**src/tks_pkg.sv**
```systemverilog
// ---------------------------------------------------------------------------
// tks_pkg
// Types and fixed constants shared by the top-k score selector.
// ---------------------------------------------------------------------------
package tks_pkg;

	// configuration port
	localparam int CFG_INDEX_WIDTH = 1;
	localparam int CFG_DATA_WIDTH  = 5;

	localparam logic [CFG_INDEX_WIDTH-1:0] CFG_HIGHER_IS_BETTER = 1'b0;
	localparam logic [CFG_INDEX_WIDTH-1:0] CFG_TOP_K            = 1'b1;

	localparam logic       HIB_RESET   = 1'b1;
	localparam logic [4:0] TOP_K_RESET = 5'd16;

	// item operations
	localparam logic OP_OFFER  = 1'b0;
	localparam logic OP_FINISH = 1'b1;

	// result rank field, and width used to clamp top_k (MAX_KEEP <= 256)
	localparam int RANK_W    = 4;
	localparam int K_CALC_W  = 9;

	typedef enum logic [1:0] {
		CELL_HOLD,
		CELL_INSERT,
		CELL_SHIFT
	} cell_op_t;

	typedef struct packed {
		cell_op_t op;
		logic     higher_is_better;
	} cell_ctrl_t;

	typedef enum logic {
		ST_ACCEPT,
		ST_DRAIN
	} tks_state_t;

endpackage

```
**src/tks_ifs.sv**
```systemverilog
// ---------------------------------------------------------------------------
// tks_ifs
// Valid/ready channel interfaces: item input, result output, config write.
// ---------------------------------------------------------------------------
interface tks_item_if #(parameter int SCORE_WIDTH = 32);
	logic                          valid;
	logic                          ready;
	logic                          operation;
	logic signed [SCORE_WIDTH-1:0] score;

	modport source (output valid, output operation, output score, input ready);
	modport sink   (input valid, input operation, input score, output ready);
endinterface

interface tks_result_if #(parameter int SCORE_WIDTH = 32, parameter int INDEX_WIDTH = 20);
	logic                          valid;
	logic                          ready;
	logic signed [SCORE_WIDTH-1:0] rank_score;
	logic [INDEX_WIDTH-1:0]        entry_index;
	logic [tks_pkg::RANK_W-1:0]    rank;
	logic                          empty_res;
	logic                          overflow;
	logic                          last;

	modport source (output valid, output rank_score, output entry_index, output rank,
		output empty_res, output overflow, output last, input ready);
	modport sink   (input valid, input rank_score, input entry_index, input rank,
		input empty_res, input overflow, input last, output ready);
endinterface

interface tks_cfg_if;
	logic                                 valid;
	logic                                 ready;
	logic [tks_pkg::CFG_INDEX_WIDTH-1:0]  index;
	logic [tks_pkg::CFG_DATA_WIDTH-1:0]   data;

	modport source (output valid, output index, output data, input ready);
	modport sink   (input valid, input index, input data, output ready);
endinterface

```
**src/tks_cell.sv**
```systemverilog
// ---------------------------------------------------------------------------
// tks_cell
// One slot of the sorted insertion row: holds a score and its entry index.
// ---------------------------------------------------------------------------
module tks_cell #(
	parameter int SCORE_WIDTH = 32,
	parameter int INDEX_WIDTH = 20
) (
	input  logic                          clk,
	input  tks_pkg::cell_ctrl_t           ctrl,
	input  logic                          valid,
	input  logic signed [SCORE_WIDTH-1:0] new_score,
	input  logic [INDEX_WIDTH-1:0]        new_index,
	input  logic                          left_keep,
	input  logic signed [SCORE_WIDTH-1:0] left_score,
	input  logic [INDEX_WIDTH-1:0]        left_index,
	input  logic signed [SCORE_WIDTH-1:0] right_score,
	input  logic [INDEX_WIDTH-1:0]        right_index,
	output logic signed [SCORE_WIDTH-1:0] score,
	output logic [INDEX_WIDTH-1:0]        index,
	output logic                          keep
);

	logic signed [SCORE_WIDTH-1:0] score_q;
	logic [INDEX_WIDTH-1:0]        index_q;

	// ties keep the stored entry (it arrived first)
	always_comb begin
		if (ctrl.higher_is_better) begin
			keep = valid && (score_q >= new_score);
		end else begin
			keep = valid && (score_q <= new_score);
		end
	end

	always_ff @(posedge clk) begin
		case (ctrl.op)
			tks_pkg::CELL_INSERT: begin
				if (!keep) begin
					if (left_keep) begin
						score_q <= new_score;
						index_q <= new_index;
					end else begin
						score_q <= left_score;
						index_q <= left_index;
					end
				end
			end
			tks_pkg::CELL_SHIFT: begin
				score_q <= right_score;
				index_q <= right_index;
			end
			default: begin
			end
		endcase
	end

	assign score = score_q;
	assign index = index_q;

endmodule

```
**src/top_k_score_select.sv**
```systemverilog
// ---------------------------------------------------------------------------
// top_k_score_select
// Streaming top-k selector over a row of sorted insertion cells.
// ---------------------------------------------------------------------------
// Each offer transaction numbers one entry and is folded into a row of
// MAX_KEEP cells kept sorted best first; offers are taken one per clock with
// no gaps. A finish transaction closes the query: input ready then drops and
// the row shifts out toward the result register, one ranked result per
// cycle while the result side is ready; an empty query yields one empty
// result. Input ready returns once the last result is loaded. Ties go to the
// lower entry index. After 2^INDEX_WIDTH offers further offers are dropped
// and flagged in every result of the next finish. No clearing pass runs
// after reset; the block takes transactions as soon as reset is released.
// ---------------------------------------------------------------------------
module top_k_score_select #(
	parameter int MAX_KEEP    = 16,
	parameter int INDEX_WIDTH = 20,
	parameter int SCORE_WIDTH = 32
) (
	input  logic         clk,
	input  logic         arst_n,
	tks_cfg_if.sink      cfg,
	tks_item_if.sink     item,
	tks_result_if.source result
);

	localparam int KW = $clog2(MAX_KEEP + 1);
	localparam int CW = INDEX_WIDTH + 1;
	localparam int RW = tks_pkg::RANK_W;
	localparam int XW = tks_pkg::K_CALC_W;

	// config registers
	logic       hib_q;
	logic [4:0] top_k_q;

	// query state
	logic [KW-1:0] kept_count_q;
	logic [CW-1:0] entries_seen_q;
	logic          overflow_seen_q;

	// drain state
	tks_pkg::tks_state_t state_q, state_d;
	logic [KW-1:0] drain_n_q;
	logic [KW-1:0] rank_q;
	logic          drain_ovf_q;

	// result register
	logic                          res_valid_q;
	logic signed [SCORE_WIDTH-1:0] res_score_q;
	logic [INDEX_WIDTH-1:0]        res_index_q;
	logic [RW-1:0]                 res_rank_q;
	logic                          res_empty_q;
	logic                          res_ovf_q;
	logic                          res_last_q;

	logic [XW-1:0] k_wide;
	logic [KW-1:0] eff_k;
	logic [KW-1:0] n_cur;
	logic [KW-1:0] n_next;

	logic signed [SCORE_WIDTH-1:0] cell_score [MAX_KEEP];
	logic [INDEX_WIDTH-1:0]        cell_index [MAX_KEEP];
	logic [MAX_KEEP-1:0]           cell_keep;
	logic [MAX_KEEP-1:0]           cell_valid;
	logic [MAX_KEEP-1:0]           at_k_end;

	logic                 item_ready;
	logic                 item_acc;
	logic                 offer_go;
	logic                 finish_go;
	logic                 index_full;
	logic                 insert_ok;
	logic                 out_free;
	logic                 drain_load;
	logic                 drain_empty;
	logic                 drain_last;
	logic [INDEX_WIDTH-1:0] new_index;
	tks_pkg::cell_ctrl_t  cell_ctrl;

	// ---------------------------------------------------------------------
	// Configuration writes, always accepted
	// ---------------------------------------------------------------------
	assign cfg.ready = 1'b1;

	always_ff @(posedge clk or negedge arst_n) begin
		if (!arst_n) begin
			hib_q   <= tks_pkg::HIB_RESET;
			top_k_q <= tks_pkg::TOP_K_RESET;
		end else if (cfg.valid) begin
			unique case (cfg.index)
				tks_pkg::CFG_HIGHER_IS_BETTER: hib_q   <= cfg.data[0];
				tks_pkg::CFG_TOP_K:            top_k_q <= cfg.data;
				default: begin
				end
			endcase
		end
	end

	// effective k: zero acts as one, clamp to the row length
	always_comb begin
		k_wide = XW'(top_k_q);
		if (k_wide == '0) begin
			k_wide = XW'(1);
		end else if (k_wide > XW'(MAX_KEEP)) begin
			k_wide = XW'(MAX_KEEP);
		end
		eff_k = KW'(k_wide);
	end

	// live length; a shrunk k cuts the list here
	assign n_cur = (kept_count_q < eff_k) ? kept_count_q : eff_k;

	// ---------------------------------------------------------------------
	// Input side
	// ---------------------------------------------------------------------
	assign item.ready = item_ready;
	assign item_acc   = item.valid && item_ready;
	assign index_full = entries_seen_q[INDEX_WIDTH];
	assign offer_go   = item_acc && (item.operation == tks_pkg::OP_OFFER) && !index_full;
	assign finish_go  = item_acc && (item.operation == tks_pkg::OP_FINISH);
	assign new_index  = entries_seen_q[INDEX_WIDTH-1:0];

	// the new score is dropped only if all k live slots keep their entry
	assign insert_ok = !(|(cell_keep & at_k_end));
	assign n_next    = insert_ok ? ((n_cur < eff_k) ? n_cur + 1'b1 : eff_k) : n_cur;

	// ---------------------------------------------------------------------
	// Insertion row
	// ---------------------------------------------------------------------
	always_comb begin
		cell_ctrl.higher_is_better = hib_q;
		if (offer_go) begin
			cell_ctrl.op = tks_pkg::CELL_INSERT;
		end else if (drain_load && !drain_empty) begin
			cell_ctrl.op = tks_pkg::CELL_SHIFT;
		end else begin
			cell_ctrl.op = tks_pkg::CELL_HOLD;
		end
	end

	for (genvar j = 0; j < MAX_KEEP; j++) begin : g_cell
		logic                          lk;
		logic signed [SCORE_WIDTH-1:0] ls;
		logic [INDEX_WIDTH-1:0]        li;
		logic signed [SCORE_WIDTH-1:0] rs;
		logic [INDEX_WIDTH-1:0]        ri;

		// head cell sees an always-kept left neighbor, so it takes the new entry
		if (j == 0) begin : g_head
			assign lk = 1'b1;
			assign ls = item.score;
			assign li = new_index;
		end else begin : g_body
			assign lk = cell_keep[j-1];
			assign ls = cell_score[j-1];
			assign li = cell_index[j-1];
		end

		if (j == MAX_KEEP - 1) begin : g_tail
			assign rs = cell_score[j];
			assign ri = cell_index[j];
		end else begin : g_mid
			assign rs = cell_score[j+1];
			assign ri = cell_index[j+1];
		end

		assign cell_valid[j] = KW'(j) < n_cur;
		assign at_k_end[j]   = KW'(j) == (eff_k - 1'b1);

		tks_cell #(
			.SCORE_WIDTH(SCORE_WIDTH),
			.INDEX_WIDTH(INDEX_WIDTH)
		) u_cell (
			.clk        (clk),
			.ctrl       (cell_ctrl),
			.valid      (cell_valid[j]),
			.new_score  (item.score),
			.new_index  (new_index),
			.left_keep  (lk),
			.left_score (ls),
			.left_index (li),
			.right_score(rs),
			.right_index(ri),
			.score      (cell_score[j]),
			.index      (cell_index[j]),
			.keep       (cell_keep[j])
		);
	end

	// ---------------------------------------------------------------------
	// Query counters
	// ---------------------------------------------------------------------
	always_ff @(posedge clk or negedge arst_n) begin
		if (!arst_n) begin
			kept_count_q    <= '0;
			entries_seen_q  <= '0;
			overflow_seen_q <= 1'b0;
			drain_n_q       <= '0;
			drain_ovf_q     <= 1'b0;
			rank_q          <= '0;
		end else begin
			if (finish_go) begin
				kept_count_q    <= '0;
				entries_seen_q  <= '0;
				overflow_seen_q <= 1'b0;
				drain_n_q       <= n_cur;
				drain_ovf_q     <= overflow_seen_q;
				rank_q          <= '0;
			end else if (item_acc) begin
				if (index_full) begin
					overflow_seen_q <= 1'b1;
				end else begin
					entries_seen_q <= entries_seen_q + 1'b1;
					kept_count_q   <= n_next;
				end
			end
			if (drain_load && !drain_empty) begin
				rank_q <= rank_q + 1'b1;
			end
		end
	end

	// ---------------------------------------------------------------------
	// Drain sequencer
	// ---------------------------------------------------------------------
	assign out_free    = !res_valid_q || result.ready;
	assign drain_empty = (drain_n_q == '0);
	assign drain_last  = drain_empty || (rank_q == drain_n_q - 1'b1);

	always_ff @(posedge clk or negedge arst_n) begin
		if (!arst_n) begin
			state_q <= tks_pkg::ST_ACCEPT;
		end else begin
			state_q <= state_d;
		end
	end

	always_comb begin
		state_d    = state_q;
		item_ready = 1'b0;
		drain_load = 1'b0;
		unique case (state_q)
			tks_pkg::ST_ACCEPT: begin
				item_ready = 1'b1;
				if (finish_go) begin
					state_d = tks_pkg::ST_DRAIN;
				end
			end
			tks_pkg::ST_DRAIN: begin
				if (out_free) begin
					drain_load = 1'b1;
					if (drain_last) begin
						state_d = tks_pkg::ST_ACCEPT;
					end
				end
			end
			default: begin
				state_d = tks_pkg::ST_ACCEPT;
			end
		endcase
	end

	// ---------------------------------------------------------------------
	// Result register; the head cell is always the next rank
	// ---------------------------------------------------------------------
	always_ff @(posedge clk or negedge arst_n) begin
		if (!arst_n) begin
			res_valid_q <= 1'b0;
		end else if (drain_load) begin
			res_valid_q <= 1'b1;
		end else if (result.ready) begin
			res_valid_q <= 1'b0;
		end
	end

	always_ff @(posedge clk) begin
		if (drain_load) begin
			res_score_q <= drain_empty ? '0 : cell_score[0];
			res_index_q <= drain_empty ? '0 : cell_index[0];
			res_rank_q  <= drain_empty ? '0 : RW'(rank_q);
			res_empty_q <= drain_empty;
			res_ovf_q   <= drain_ovf_q;
			res_last_q  <= drain_last;
		end
	end

	assign result.valid       = res_valid_q;
	assign result.rank_score  = res_score_q;
	assign result.entry_index = res_index_q;
	assign result.rank        = res_rank_q;
	assign result.empty_res   = res_empty_q;
	assign result.overflow    = res_ovf_q;
	assign result.last        = res_last_q;

endmodule

```
**src/flat_wrapper.sv**
```systemverilog
// flat-port wrapper written by rule: the top's interface ports become plain ports
module top_k_score_select_flat 
#(
	parameter int MAX_KEEP    = 16,
	parameter int INDEX_WIDTH = 20,
	parameter int SCORE_WIDTH = 32
)
  (clk, arst_n, cfg_valid, cfg_index, cfg_data, cfg_ready, item_valid, item_operation, item_score, item_ready, result_valid, result_rank_score, result_entry_index, result_rank, result_empty_res, result_overflow, result_last, result_ready);
  tks_cfg_if cfg_i ();
  tks_item_if #(.SCORE_WIDTH(SCORE_WIDTH)) item_i ();
  tks_result_if #(.SCORE_WIDTH(SCORE_WIDTH), .INDEX_WIDTH(INDEX_WIDTH)) result_i ();
  input  logic clk;
  input  logic arst_n;
  input wire logic [$bits(cfg_i.valid)-1:0] cfg_valid;
  input wire logic [$bits(cfg_i.index)-1:0] cfg_index;
  input wire logic [$bits(cfg_i.data)-1:0] cfg_data;
  output wire logic [$bits(cfg_i.ready)-1:0] cfg_ready;
  input wire logic [$bits(item_i.valid)-1:0] item_valid;
  input wire logic [$bits(item_i.operation)-1:0] item_operation;
  input wire logic [$bits(item_i.score)-1:0] item_score;
  output wire logic [$bits(item_i.ready)-1:0] item_ready;
  output wire logic [$bits(result_i.valid)-1:0] result_valid;
  output wire logic [$bits(result_i.rank_score)-1:0] result_rank_score;
  output wire logic [$bits(result_i.entry_index)-1:0] result_entry_index;
  output wire logic [$bits(result_i.rank)-1:0] result_rank;
  output wire logic [$bits(result_i.empty_res)-1:0] result_empty_res;
  output wire logic [$bits(result_i.overflow)-1:0] result_overflow;
  output wire logic [$bits(result_i.last)-1:0] result_last;
  input wire logic [$bits(result_i.ready)-1:0] result_ready;
  assign cfg_i.valid = cfg_valid;
  assign cfg_i.index = cfg_index;
  assign cfg_i.data = cfg_data;
  assign cfg_ready = cfg_i.ready;
  assign item_i.valid = item_valid;
  assign item_i.operation = item_operation;
  assign item_i.score = item_score;
  assign item_ready = item_i.ready;
  assign result_valid = result_i.valid;
  assign result_rank_score = result_i.rank_score;
  assign result_entry_index = result_i.entry_index;
  assign result_rank = result_i.rank;
  assign result_empty_res = result_i.empty_res;
  assign result_overflow = result_i.overflow;
  assign result_last = result_i.last;
  assign result_i.ready = result_ready;
  top_k_score_select #(.MAX_KEEP(MAX_KEEP), .INDEX_WIDTH(INDEX_WIDTH), .SCORE_WIDTH(SCORE_WIDTH)) u_core (.clk(clk), .arst_n(arst_n), .cfg(cfg_i), .item(item_i), .result(result_i));
endmodule
```
**config.mk**
```make
export PLATFORM = sky130hd
export DESIGN_NAME = top_k_score_select_flat
export DESIGN_NICKNAME = d
export VERILOG_FILES = /design/src/tks_pkg.sv /design/src/tks_ifs.sv /design/src/tks_cell.sv /design/src/top_k_score_select.sv /design/src/flat_wrapper.sv
export SDC_FILE = /design/constraint.sdc
export NUM_CORES = 2
export LEC_CHECK = 0
export ABC_AREA = 1
export BUFFER_PORTS_ARGS = -buffer_cell sky130_fd_sc_hd__buf_4
export CORE_ASPECT_RATIO = 0.9
export CORE_MARGIN = 2
export CORE_UTILIZATION = 40
export CTS_BUF_LIST = sky130_fd_sc_hd__clkbuf_4
export DETAILED_ROUTE_END_ITERATION = 8
export PLACE_DENSITY = 0.65
export SYNTH_ARGS = -nofsm -noshare
export SYNTH_HDL_FRONTEND = slang
export SYNTH_SLANG_ARGS = --single-unit
```
**constraint.sdc**
```tcl
create_clock -name clk -period 17.74 [get_ports clk]
set_input_delay 0.887 -clock clk [delete_from_list [all_inputs] [get_ports clk]]
set_output_delay 0.887 -clock clk [all_outputs]
set_load 0.02 [all_outputs]
```
==> impl_metrics.csv <==
group,metric,value,unit
cts,cts-root-buf,"clkbuf_4",
timing,setup_ws,11.98,ns
placed_design,post_dp_cell_area,61200,um^2
placed_design,routabilityCongestion,1.00,
timing,fin_crit,5.76,ns
timing,clock.fmax,0.173,GHz
cts,worstSkewPairLatency,1.40,ns
timing,worst_pin_slew,1.18,ns
cts,cts_buffer_depth,4,
floorplanning,floorplan.die.height,369,um
cells_and_area,finish.net_count,7553,
cells_and_area,layout.cells.non_filler,9105,
drt,first_pass_iters,6,
logic_synthesis,synth_cells,6917,
logic_synthesis,sequential_to_total_area_share_from_yosys_stat,0.472,
cells_and_area,drive_gt1_frac,0.0908,
drt,drt_first_iter_violations,6838,
cts,clkSlewWorstSetupHoldPaths,0.06,ns
drt,drt.antenna.violating_nets,0,
drt,detailroute.via_count,51600,
floorplanning,rows,133,
placed_design,dpl_worst_slack,11.63,ns
drt,detail_route.wirelength,203000,um
drt,drt_drc_violations_left,0,
logic_synthesis,mappedNetlistNets,7485,
placed_design,port-buffer-count,104,
cells_and_area,most-common-layout-cells,"o21ai_0, nand2_1, inv_1",
placed_design,numPlacedInstances,8612,
hold_path,min_path_type,"in -> async",
cts,numCtsBuffers,286,
critical_path,critPathRequiredTime,18.70,ns
floorplanning,chipWidth,409,um
logic_synthesis,synth_top_flop_cell,"edfxtp_1",
grt,first_pass_grt_wire_length,302000,um
timing,relSlewSlack,0.216,
floorplanning,initial_core_util,0.404,
cts,htree_num_levels,5,
timing,slew_violations,0,
logic_synthesis,seq_cells_post_synth,937,
timing,fin_tns_setup,0,ns
logic_synthesis,yosys.cell_types.count,49,
cells_and_area,commonest_non_fill_non_tap_cell_in_the_layout,"o21ai_0",
critical_path,ff2ff_setup_slack,12.41,ns
timing,setup_violations,0,
critical_path,crit_path_max_fanout,50,
logic_synthesis,yosys.area.top_type_share,0.452,
cts,tritoncts_num_sinks,937,
critical_path,r2r-end,"u_core.g_cell[10].u_cell.score[4]",
critical_path,timing_worst_setup_path_type,"in -> reg",
timing,skew,0.143,ns
logic_synthesis,netlist.top_cell.by_area,"edfxtp_1",
grt,pin_count_of_the_biggest_net_entering_global_routing,150,
logic_synthesis,post_synth.cell_area_avg,8.56,um^2
floorplanning,design.die.area,151000,um^2
critical_path,critPathCaptureType,"flop",
logic_synthesis,synth.cell_area,59200,um^2
flow_run,cap_viol_max_count,0,
critical_path,reg2reg_launch_point,"u_core.top_k_q[1]",
outcome,status,"finished, final reports clean",
logic_synthesis,yosys-top-cells-area,"edfxtp_1, o21ai_0, ha_1",
grt,via_count_of_the_first_global_routing_pass,48000,
cells_and_area,synthToLayoutAreaGrowth,9.56,%
timing,timing_hold_violations_final,0,
critical_path,critical_path.startpoint_type,"primary input",
cts,tritoncts,"done",
cts,cts_setup_buffers,0,
cells_and_area,fillers,14500,
grt,globalRouteTotalUtil,0.262,
floorplanning,top_level_pins,106,
critical_path,reg2regPathDepth,18,
floorplanning,core_region_area,146000,um^2
grt,initial_antenna_violation_count,17,
placed_design,place_hpwl,136000,um
logic_synthesis,number_of_enable_type_register_cells_in_the_synthesized_netlist,891,
grt,grt_overflow_total,0,
drt,route.detailed.wl_per_inst,22.3,um
timing,finalCritPeriodShare,0.325,
cells_and_area,final_area,64800,um^2
logic_synthesis,synthesis.yosys.warnings,0,
drt,route.detailed.vias_per_inst,5.67,
critical_path,timing.critical_path.arrival,6.72,ns
logic_synthesis,synthArstFlopShare,0.0491,
timing,rsz0062_at_grt,"no",
==> cell usage after synthesis, types with 18 or more instances <==
| cell type | instances |
|---|---|
| o21ai_0 | 1359 |
| nor2_1 | 229 |
| buf_1 | 32 |
| clkbuf_1 | 303 |
| a21oi_1 | 836 |
| nand2_1 | 1051 |
| inv_1 | 961 |
| ha_1 | 524 |
| edfxtp_1 | 891 |
| nand3_1 | 90 |
| nor3_1 | 30 |
| dfrtp_1 | 44 |
| xnor2_1 | 18 |
| o21a_1 | 30 |
| buf_2 | 56 |
| o21ai_1 | 236 |
| o22ai_1 | 52 |
| nand4_1 | 42 |
==> layout make-up <==
class	count	area (um^2)	share of cell area
diodes	12	30.0	0.000463
inverters	973	3660	0.0565
clock buffers	399	3000	0.0462
clock inverters	40	183	0.00282
multi-input cells	4587	26000	0.401
well taps	1957	2450	0.0378
flip-flops and latches	937	27900	0.430
repair buffers	200	1610	0.0248
==> logic make-up (layout without fill, tap and decap cells) <==
kind of cell               count (synthesis)  after routing  synth area share
AOI/OAI and AO/OA                       2545           2545             0.219
and+or+nand+nor                         1491           1491             0.102
buffers and inverters                   1393           1612            0.0925
DFF                                      937            937             0.472
adders and majority gates                524            524             0.111
xor gates and xnor gates                  25             25           0.00370
other                                      1             13         0.0000634
muxes                                      1              1          0.000190
==> sequential cells by signal, summed over array words and instances (netlist names) <==
signal                      flops
u_core.g_cell.u_cell.score    512
u_core.g_cell.u_cell.index    320
u_core.result.rank_score       32
u_core.entries_seen_q          21
u_core.result.entry_index      20
u_core.drain_n_q                5
u_core.kept_count_q             5
u_core.rank_q                   5
u_core.top_k_q                  5
u_core.result.rank              4
u_core.drain_ovf_q              1
u_core.hib_q                    1
u_core.overflow_seen_q          1
u_core.result.empty_res         1
u_core.result.last              1
u_core.result.overflow          1
u_core.result.valid             1
u_core.state_q                  1
==> metrics by stage <==
step           hold WS (ns)  utilization
3_3_place_gp          0.435        0.418
3_5_place_dp          0.430        0.418
5_1_grt               0.106        0.443
6_report             0.0863        0.443
2_1_floorplan         0.425            -
4_1_cts              0.0161        0.443
==> worst max-delay path by stage <==
stage | startpoint | end | slack (ns) | cells past startpoint
6_report | item_score[22] | u_core.g_cell[7].u_cell.score[7] | 11.98 | 17
5_1_grt | item_score[22] | u_core.g_cell[7].u_cell.score[3] | 11.99 | 17
4_1_cts | item_score[23] | u_core.g_cell[7].u_cell.score[1] | 12.39 | 17
3_5_place_dp | item_score[23] | u_core.g_cell[7].u_cell.score[11] | 11.63 | 16
3_3_place_gp | item_score[23] | u_core.g_cell[7].u_cell.score[11] | 11.67 | 16
2_1_floorplan | result_ready | u_core.g_cell[0].u_cell.index[0] | 10.51 | 7
==> critical path, stage by stage <==
cell and delay [ns]:
dlygate4sd3_1 0.62, buf_4 0.24, inv_1 0.33, ha_1 0.42
nand2_1 0.06, nor2_1 0.38, nand2_1 0.21, inv_1 0.09
nand2_1 0.19, nor2_1 0.24, nand2_1 0.28, nand4_1 0.19
nand3_1 0.27, nand2_4 0.72, nand2_1 0.14, nand2_2 0.76
buf_4 0.60
==> per-layer routing <==
layer	share of wire	GRT usage	up-vias	wire length (um)
li1	-	-	24200	-
met2	0.42	0.381	2779	85000
met4	0.031	0.0930	22	6360
met3	0.11	0.0610	439	22800
met5	0.00070	0	-	142
met1	0.44	0.379	24200	88500
==> repair_timing <==
action,CTS,global route
resized for setup,0,0
hold buffers,42,0
hold endpoints to repair,382,0
Power is not shown: default switching activity piles up to over one toggle a cycle in this logic, so the estimate is an artifact.
